--- src/rtl/core/json_string_escaper_core_defines.svh ---
// Assertion macros shared by the JSON string escaper RTL.
// Depends on nothing; the including module supplies clk and arst_n.
`ifndef JSON_STRING_ESCAPER_CORE_DEFINES_SVH
`define JSON_STRING_ESCAPER_CORE_DEFINES_SVH

// Check that a condition implies another in the same cycle
`define JSE_ASSERT_SAME(lbl, ante, cons, msg) \
	lbl: assert property (@(posedge clk) disable iff (!arst_n) (ante) |-> (cons)) \
		else $error(msg);

// Check that a condition implies another in the next cycle
`define JSE_ASSERT_NEXT(lbl, ante, cons, msg) \
	lbl: assert property (@(posedge clk) disable iff (!arst_n) (ante) |=> (cons)) \
		else $error(msg);

`endif

--- src/rtl/core/jse_pkg.sv ---
// Package for the JSON string escaper: constants, result struct, hex helper.
// Depends on nothing.
package jse_pkg;

	localparam int unsigned CAP_W = 13;
	localparam int unsigned CNT_W = 12;
	localparam int unsigned IDX_W = 3;

	localparam logic [CAP_W-1:0] CAP_LIMIT = 13'd4096;
	localparam logic [CAP_W-1:0] CAP_RESET = 13'd128;
	localparam logic [7:0]       CTRL_LIMIT = 8'h20;

	// Character codes used by the escape sequences
	localparam logic [7:0] CH_NUL   = 8'h00;
	localparam logic [7:0] CH_BS    = 8'h08;
	localparam logic [7:0] CH_TAB   = 8'h09;
	localparam logic [7:0] CH_LF    = 8'h0A;
	localparam logic [7:0] CH_FF    = 8'h0C;
	localparam logic [7:0] CH_CR    = 8'h0D;
	localparam logic [7:0] CH_QUOTE = 8'h22;
	localparam logic [7:0] CH_ZERO  = 8'h30;
	localparam logic [7:0] CH_BSL   = 8'h5C;
	localparam logic [7:0] CH_LA    = 8'h61;
	localparam logic [7:0] CH_LB    = 8'h62;
	localparam logic [7:0] CH_LF_N  = 8'h66;
	localparam logic [7:0] CH_LN    = 8'h6E;
	localparam logic [7:0] CH_LR    = 8'h72;
	localparam logic [7:0] CH_LT    = 8'h74;
	localparam logic [7:0] CH_LU    = 8'h75;

	// Positions in the escape forms: first byte, pair end, high hex digit, hex end
	localparam logic [IDX_W-1:0] IDX_FIRST    = 3'd0;
	localparam logic [IDX_W-1:0] IDX_PAIR_END = 3'd1;
	localparam logic [IDX_W-1:0] IDX_HEX_HI   = 3'd4;
	localparam logic [IDX_W-1:0] IDX_HEX_END  = 3'd5;

	// One result byte as it travels to the output register
	typedef struct packed {
		logic [7:0]       out_byte;
		logic             last_in_run;
		logic             end_of_string;
		logic [CNT_W-1:0] written_count;
	} jse_res_t;

	// Escape decision for the byte under work
	typedef struct packed {
		logic       emit;
		logic [7:0] out_byte;
		logic       last;
		logic       eos;
	} jse_esc_t;

	// Lower-case hex digit of a nibble
	function automatic logic [7:0] hex_lower(input logic [3:0] v);
		logic [7:0] r;
		if (v < 4'd10) begin
			r = CH_ZERO + {4'b0, v};
		end else begin
			r = CH_LA + {4'b0, v} - 8'd10;
		end
		return r;
	endfunction

endpackage

--- src/rtl/core/jse_escape.sv ---
// Escape selector: picks the result byte for the held source byte and position.
// Depends on jse_pkg.
module jse_escape import jse_pkg::*; (
	input  logic [7:0]       src_byte,
	input  logic [IDX_W-1:0] idx,
	input  logic [CNT_W-1:0] base_count,
	input  logic [CAP_W-1:0] cap,
	output jse_esc_t         esc
);

	logic [CAP_W-1:0] base_ext;
	logic             full;
	logic             hex_room;
	logic             pair;
	logic [7:0]       pair_char;

	// Room checks against the count at the start of this item
	assign base_ext = {1'b0, base_count};
	assign full     = (base_ext + 13'd2) >= cap;
	assign hex_room = (base_ext + 13'd6) < cap;

	// Map the two-byte escapes to their second character
	always_comb begin
		pair      = 1'b1;
		pair_char = src_byte;
		case (src_byte)
			CH_QUOTE: pair_char = CH_QUOTE;
			CH_BSL:   pair_char = CH_BSL;
			CH_BS:    pair_char = CH_LB;
			CH_FF:    pair_char = CH_LF_N;
			CH_LF:    pair_char = CH_LN;
			CH_CR:    pair_char = CH_LR;
			CH_TAB:   pair_char = CH_LT;
			default:  pair = 1'b0;
		endcase
	end

	// Select the byte at this position of the escape sequence
	always_comb begin
		esc = '{emit: 1'b0, out_byte: CH_NUL, last: 1'b0, eos: 1'b0};
		if (src_byte == CH_NUL) begin
			esc = '{emit: 1'b1, out_byte: CH_NUL, last: 1'b1, eos: 1'b1};
		end else if (full) begin
			esc.emit = 1'b0;
		end else if (pair) begin
			esc.emit     = 1'b1;
			esc.out_byte = (idx == IDX_FIRST) ? CH_BSL : pair_char;
			esc.last     = (idx == IDX_PAIR_END);
		end else if (src_byte < CTRL_LIMIT) begin
			if (hex_room) begin
				esc.emit = 1'b1;
				esc.last = (idx == IDX_HEX_END);
				case (idx)
					3'd0:       esc.out_byte = CH_BSL;
					3'd1:       esc.out_byte = CH_LU;
					3'd2:       esc.out_byte = CH_ZERO;
					3'd3:       esc.out_byte = CH_ZERO;
					IDX_HEX_HI: esc.out_byte = hex_lower(src_byte[7:4]);
					default:    esc.out_byte = hex_lower(src_byte[3:0]);
				endcase
			end
		end else begin
			esc.emit     = 1'b1;
			esc.out_byte = src_byte;
			esc.last     = 1'b1;
		end
	end

endmodule

--- src/rtl/core/jse_out_reg.sv ---
// Output register: holds one result item until the consumer takes it.
// Depends on jse_pkg.
module jse_out_reg import jse_pkg::*; (
	input  logic             clk,
	input  logic             arst_n,
	input  logic             load,
	input  jse_res_t         res,
	output logic             room,
	output logic             out_valid,
	input  logic             out_ready,
	output logic [7:0]       out_byte,
	output logic             last_in_run,
	output logic             end_of_string,
	output logic [CNT_W-1:0] written_count
);

	logic     valid_q;
	jse_res_t res_q;

	// Accept a new result when empty or when the held one leaves now
	assign room = !valid_q || out_ready;

	// Track occupancy
	always_ff @(posedge clk or negedge arst_n) begin
		if (!arst_n) begin
			valid_q <= 1'b0;
		end else if (room) begin
			valid_q <= load;
		end
	end

	// Capture payload
	always_ff @(posedge clk) begin
		if (load && room) begin
			res_q <= res;
		end
	end

	assign out_valid     = valid_q;
	assign out_byte      = res_q.out_byte;
	assign last_in_run   = res_q.last_in_run;
	assign end_of_string = res_q.end_of_string;
	assign written_count = res_q.written_count;

endmodule

--- src/rtl/core/json_string_escaper_core.sv ---
// JSON string escaper top level: input stage, escape sequencer, write count.
// An accepted byte waits in the input stage; its results pass the output register.
// Throughput: one result per cycle while out_ready holds; a byte stays held until
// it has made all its result bytes (one to six), and a skipped byte makes none.
// Reset: arst_n clears the count and all valid flags; capacity returns to 128.
// Depends on jse_pkg, jse_escape, jse_out_reg and the assertion macro header.
`include "json_string_escaper_core_defines.svh"
module json_string_escaper_core import jse_pkg::*; (
	input  logic             clk,
	input  logic             arst_n,
	input  logic             cfg_we,
	input  logic [CAP_W-1:0] cfg_wdata,
	input  logic             in_valid,
	output logic             in_ready,
	input  logic [7:0]       byte_in,
	output logic             out_valid,
	input  logic             out_ready,
	output logic [7:0]       out_byte,
	output logic             last_in_run,
	output logic             end_of_string,
	output logic [CNT_W-1:0] written_count
);

	logic [CAP_W-1:0] out_capacity_q;
	logic [CAP_W-1:0] cap;
	logic             valid_s1;
	logic [7:0]       byte_s1;
	logic [IDX_W-1:0] idx_q;
	logic [CNT_W-1:0] write_count_q;
	logic [CNT_W-1:0] base_count;
	jse_esc_t         esc;
	jse_res_t         res;
	logic             room;
	logic             load;
	logic             release_s1;

	// Capacity register, clamped to the largest buffer
	always_ff @(posedge clk or negedge arst_n) begin
		if (!arst_n) begin
			out_capacity_q <= CAP_RESET;
		end else if (cfg_we) begin
			out_capacity_q <= cfg_wdata;
		end
	end
	assign cap = (out_capacity_q > CAP_LIMIT) ? CAP_LIMIT : out_capacity_q;

	// Count at the start of the held item
	assign base_count = write_count_q - {{(CNT_W-IDX_W){1'b0}}, idx_q};

	jse_escape u_escape (
		.src_byte   (byte_s1),
		.idx        (idx_q),
		.base_count (base_count),
		.cap        (cap),
		.esc        (esc)
	);

	// Build the result item
	always_comb begin
		res.out_byte      = esc.out_byte;
		res.last_in_run   = esc.last;
		res.end_of_string = esc.eos;
		res.written_count = esc.eos ? write_count_q : write_count_q + 12'd1;
	end

	assign load       = valid_s1 && esc.emit && room;
	assign release_s1 = valid_s1 && (!esc.emit || (room && esc.last));
	assign in_ready   = !valid_s1 || release_s1;

	// Input stage: hold the source byte until its last result goes out or it is skipped
	always_ff @(posedge clk or negedge arst_n) begin
		if (!arst_n) begin
			valid_s1 <= 1'b0;
		end else if (in_ready) begin
			valid_s1 <= in_valid;
		end
	end

	always_ff @(posedge clk) begin
		if (in_ready && in_valid) begin
			byte_s1 <= byte_in;
		end
	end

	// Advance the sequence position and the write count per result
	always_ff @(posedge clk or negedge arst_n) begin
		if (!arst_n) begin
			idx_q         <= IDX_FIRST;
			write_count_q <= '0;
		end else if (load) begin
			idx_q         <= esc.last ? IDX_FIRST : idx_q + 3'd1;
			write_count_q <= esc.eos ? '0 : write_count_q + 12'd1;
		end
	end

	jse_out_reg u_out_reg (
		.clk           (clk),
		.arst_n        (arst_n),
		.load          (load),
		.res           (res),
		.room          (room),
		.out_valid     (out_valid),
		.out_ready     (out_ready),
		.out_byte      (out_byte),
		.last_in_run   (last_in_run),
		.end_of_string (end_of_string),
		.written_count (written_count)
	);

	// Checks on the sequencer and count
	`JSE_ASSERT_NEXT(a_eos_clears, load && esc.eos, write_count_q == '0, "count not cleared")
	`JSE_ASSERT_NEXT(a_release_idx, release_s1, idx_q == IDX_FIRST, "position not rewound")
	`JSE_ASSERT_SAME(a_eos_first, load && esc.eos, idx_q == IDX_FIRST && esc.last, "bad end")
	`JSE_ASSERT_SAME(a_data_nonzero, out_valid && !end_of_string,
		out_byte != CH_NUL && written_count != '0, "zero data result")
	`JSE_ASSERT_SAME(a_idx_range, valid_s1, idx_q <= IDX_HEX_END, "position out of range")

endmodule
--- config.mk ---
export PLATFORM = sky130hd
export DESIGN_NAME = json_string_escaper_core
export DESIGN_NICKNAME = d
export VERILOG_FILES = /design/src/rtl/core/jse_pkg.sv /design/src/rtl/core/jse_escape.sv /design/src/rtl/core/jse_out_reg.sv /design/src/rtl/core/json_string_escaper_core.sv
export VERILOG_INCLUDE_DIRS = /design/src /design/src/rtl/core
export SDC_FILE = /design/constraint.sdc
export NUM_CORES = 1
export LEC_CHECK = 0
export ABC_AREA = 1
export CORE_UTILIZATION = 30
export DETAILED_ROUTE_END_ITERATION = 10
export DONT_BUFFER_PORTS = 1
export PLACE_DENSITY = 0.5
export SKIP_CTS_REPAIR_TIMING = 1
export SYNTH_ARGS = -nofsm -noshare
export SYNTH_HDL_FRONTEND = slang
export SYNTH_HIERARCHICAL = 1
export SYNTH_SLANG_ARGS = --single-unit
--- constraint.sdc ---
create_clock -name clk -period 13.5 [get_ports clk]
set_input_delay 0.675 -clock clk [delete_from_list [all_inputs] [get_ports clk]]
set_output_delay 0.675 -clock clk [all_outputs]
set_load 0.02 [all_outputs]
## Yosys cells after proc, flatten, opt, wreduce, memory -nomap -nowiden

Index checks and enable logic that the tools add are counted.

| storage, ports and cells | value |
|---|---|
| memories kept | 0 |
| bits in latches | 0 |
| bits in registers | 60 |
| bits in read-only memories | 0 |
| RAM bits | 0 |
| output and inout port bits | 24 |

| operators by class | value |
|---|---|
| magnitude comparators | 6 |
| reductions and logical operators | 17 |
| $add $sub $neg | 11 |
| divide/modulo/power cells | 0 |
| bitwise logic cells | 0 |
| shift operators | 0 |
| multipliers | 0 |
| eq/ne operators | 12 |
| multiplexer cells | 17 |

Operators with widths:

| cell | number |
|---|---|
| 8-bit one-hot mux with 7 select lines | 1 |
| 8-bit by 4-bit == test with 1-bit output, second input constant | 5 |
| 10-bit 2-to-1 mux | 4 |
| 8-bit one-hot mux with 4 select lines | 1 |
| 12-bit 2-to-1 mux | 2 |
| 8-bit 2-to-1 mux | 3 |
| 7-bit by 4-bit adder with 8-bit output, first input constant | 2 |
| 8-bit by 4-bit subtractor with 8-bit output, second input constant | 2 |
| 6-bit by 4-bit adder with 7-bit output, first input constant | 2 |
| 12-bit by 2-bit adder with 13-bit output, second input constant | 1 |
| 12-bit by 3-bit adder with 13-bit output, second input constant | 1 |
| 13-bit >= comparator | 1 |
| 13-bit greater-than comparator, second input constant | 1 |
| 13-bit < comparator | 1 |
| 13-bit 2-to-1 mux | 1 |
| 12-bit by 1-bit adder with 12-bit output, second input constant | 1 |
| 12-bit by 3-bit subtractor with 12-bit output | 1 |
| 9-bit 2-to-1 mux | 1 |
| 8-bit by 6-bit == test with 1-bit output, second input constant | 1 |
| 8-bit by 7-bit == test with 1-bit output, second input constant | 1 |
| 8-bit logical NOT | 1 |
| 4-bit < comparator, second input constant | 2 |
| 8-bit by 6-bit < comparator with 1-bit output, second input constant | 1 |
| 7-bit OR reduction | 1 |
| other kinds (11) | 25 |

## Logic depth before layout (Yosys ltp)

| depth | value |
|---|---|
| depth after elaboration | 14 |
| gate-level depth with buffers | 32 |
| gate-level depth less buffers | 32 |

## Cells and area by module

The synthesis kept the hierarchy.

By module, submodules not included:

| module | area an instance (um^2) | cells an instance | times used | sequential area each (um^2) |
|---|---|---|---|---|
| json_string_escaper_core | 2154.6 | 274 | 1 | 967.2 |
| jse_escape | 1794.2 | 330 | 1 | 0.0 |
| jse_out_reg | 705.7 | 28 | 1 | 685.7 |

## Worst setup path before layout

Ideal clock, no wire load.

| path | value |
|---|---|
| kind | reg2reg |
| start | register idx_q[0] |
| end | register u_out_reg.res_q, in the netlist u_out_reg/end_of_string, enable pin |
| required time | 13.092 ns |
| period minus slack after synthesis | 5.397 ns |
| path buffers | 1 |
| data arrival time | 4.989 ns |
| slack | 8.103 ns |
| cell stages (with the launch flop) | 30 |
| cell sequence | dfrtp_1 ha_1 fa_1 inv_1 nand2_1 nand2_1 nor2_2 nand2_1 nand2_1 nand2_1 nand2_1 nor2_1 inv_1 nor3_1 nand3_1 xor2_1 ha_1 nand2_1 nor2_1 and2_1 nand2_1 nand3_1 nor2_1 nand2_1 nand2_1 nand3_2 inv_1 buf_2 inv_1 a21oi_1 |

RTL lines:

| what | RTL line | text |
|---|---|---|
| from (decl) | json_string_escaper_core.sv:28 | `logic [IDX_W-1:0] idx_q;` |
| from (signal assigned) | json_string_escaper_core.sv:91 | `idx_q <= esc.last ? IDX_FIRST : idx_q + 3'd1;` |
| to (signal assigned) | jse_out_reg.sv:35 | `res_q <= res;` |
| to (decl) | jse_out_reg.sv:18 | `jse_res_t res_q;` |

==> metrics.txt <==
final worst slack 7.28 ns; Root Buffer clkbuf_16; dominant cells by area after synthesis edfxtp_1 (19%), dfrtp_1 (16%), nand2_1 (13%); Period minus WS final 6.22 ns; Initial Util 0.307; Reg2Reg Setup Slack between 7 and 8 ns; Hold Path Class in -> async; Slew headroom 0.165; Worst R2R Start idx_q[0]; setup TNS 0 ns; Synthesized Nets 699; pre-CTS WS 7.24 ns; Antenna diodes 0; Layout fillers roughly 1600; type of origin of the critical path flip-flop; Worst Tran Pin Value roughly 1.3 ns; Worst Skew 0.00849 ns; synthesized area per cell approximately 7.4 um^2; R2R depth 28; clk slew on worst S/H paths 0.06 ns; NumNets Final between 600 and 700; number of buffer and inverter stages on the critical path 4; share of cells above drive strength 1 0.0629; Final Core Density 0.339; Clock Path Buffers 2; final setup vio count 0; status complete, no violations; worst reg2reg endpoint u_out_reg/written_count[5]; CTS buffer count 9; CTS tree yes; CP top delay family simple AND/OR/NAND/NOR gates; H-tree depth 3; Reg area between 0.0015 and 0.002 mm^2; grt ovf 0; routability congestion estimate 0.869; Die Height 127 um; max-cap viol count 0; synthesis-to-layout area growth 10.3%; wire per inst ~14 um; vias roughly 4000; die width 127 um; slowest CP cell a21oi_2; wirelength, routed about 11000 um; post-synthesis cell type count 36; commonest non-fill, non-tap cells in the layout nand2_1 (157), inv_1 (98), nor2_1 (58); Vias/cell around 4.8; Port Buffers 0; critical path type reg -> reg; Req. time, crit path about 13 ns; Ys Warns 6; unrepaired setup endpoints after global routing false; Floorplan Core Area ~0.015 mm^2; largest net degree at the start of global routing 31; final slew viol count 0; Seq/Total Area, Yosys 0.355; # DRC 0; HPWL Detailed between 8000 and 9000 um; CP most frequent cell nand2_1; fmax ~0.16 GHz; Sink Count 60; 1st-iter DRT viols ~260; GRT Overall Usage 0.152; Final Hold Viols 0; #FFs+latches synth 60; multi-input logic area roughly 0.0026 mm^2; post-route ant nets 0; Largest stage delay, worst path 0.92 ns; Die Area 0.0160 mm^2; period utilisation layout 0.461; Worst EP arrival 6.17 ns; dpl cells slightly above 800; crit path max fanout 22; Synth top area share 0.194; Post-Syn Instances between 600 and 700; I/O pin count 50; vias in the first global route approximately 4000; Finished Layout Cells 824; drt pass-1 iters 4; Mapped Area roughly 0.0047 mm^2; most common cell after layout, fill and taps aside nand2_1; first-pass GRT wire length 19100 um; number of antenna violations at the first check in global routing 0; Crit. End Element flip-flop; clock insertion delay at the later pin of the skew report ~0.34 ns; area leader, netlist edfxtp_1; # rows 45
-- state kept, by name (all words and copies together) (netlist names) --
signal and cells:
out_capacity_q 13, u_out_reg/written_count 12, write_count_q 12, byte_s1 8, u_out_reg/out_byte 8, idx_q 3
u_out_reg/end_of_string 1, u_out_reg/last_in_run 1, u_out_reg/out_valid 1, valid_s1 1
-- cell type report --
| class | count | share of cell area |
|---|---|---|
| tap | 188 | 0.0458 |
| clock inverter | 4 | 0.00950 |
| clock buffer | 12 | 0.0499 |
| multi-input combinational | 460 | 0.500 |
| sequential | 60 | 0.322 |
| inverter | 100 | 0.0731 |
-- synthesized netlist by cell type (all sizes together) --
library cell  count
xor2             19
nand3            52
o211ai            1
a21o              2
nand4            16
buf               7
dfstp             1
xnor2             2
nor4              1
mux2              1
dfrtp            29
o21ai            50
edfxtp           30
clkbuf            5
inv             100
ha               40
a31oi             2
nor3              9
and2              2
fa                1
a21oi            33
nand2           160
nor2             68
nand3b            1
-- per-stage QoR --
stage                     instance area (um^2)  hold WS, ns
after detailed placement                  4830        0.380
after global routing                      5140       0.0101
after floorplan                           4650        0.379
after global placement                    4830        0.380
final                                     5140       0.0285
after CTS                                 5140       0.0112
-- per-layer routing --
layer,GRT usage,wire [um],part of all wire
met5,0,0,0
met4,0.0546,187,0.017
met3,0.0375,400,0.036
met2,0.273,5740,0.51
met1,0.173,4910,0.44
-- worst max path at each step --
stage / from / end / slack, ns / cells past startpoint
after detailed placement: write_count_q[0] / u_out_reg/written_count[8] / 7.24 / 29
final: idx_q[0] / u_out_reg/written_count[5] / 7.28 / 28
after floorplan: idx_q[0] / u_out_reg/end_of_string / 8.10 / 29
after global routing: write_count_q[0] / u_out_reg/written_count[7] / 6.56 / 29
after global placement: idx_q[0] / u_out_reg/written_count[11] / 7.35 / 23
after CTS: write_count_q[0] / u_out_reg/written_count[5] / 7.19 / 29
-- kinds of logic after synthesis --
family | share of synthesized area
AOI/OAI and AO/OA | 0.0976
xor gates and xnor gates | 0.0395
adders and majority gates | 0.112
buffers and inverters | 0.0941
DFF | 0.355
muxes | 0.00242
and+or+nand+nor | 0.299
Power is left out: the tool's default activity adds up to more than one toggle a clock period on the data nets, which glitch-free logic cannot reach.
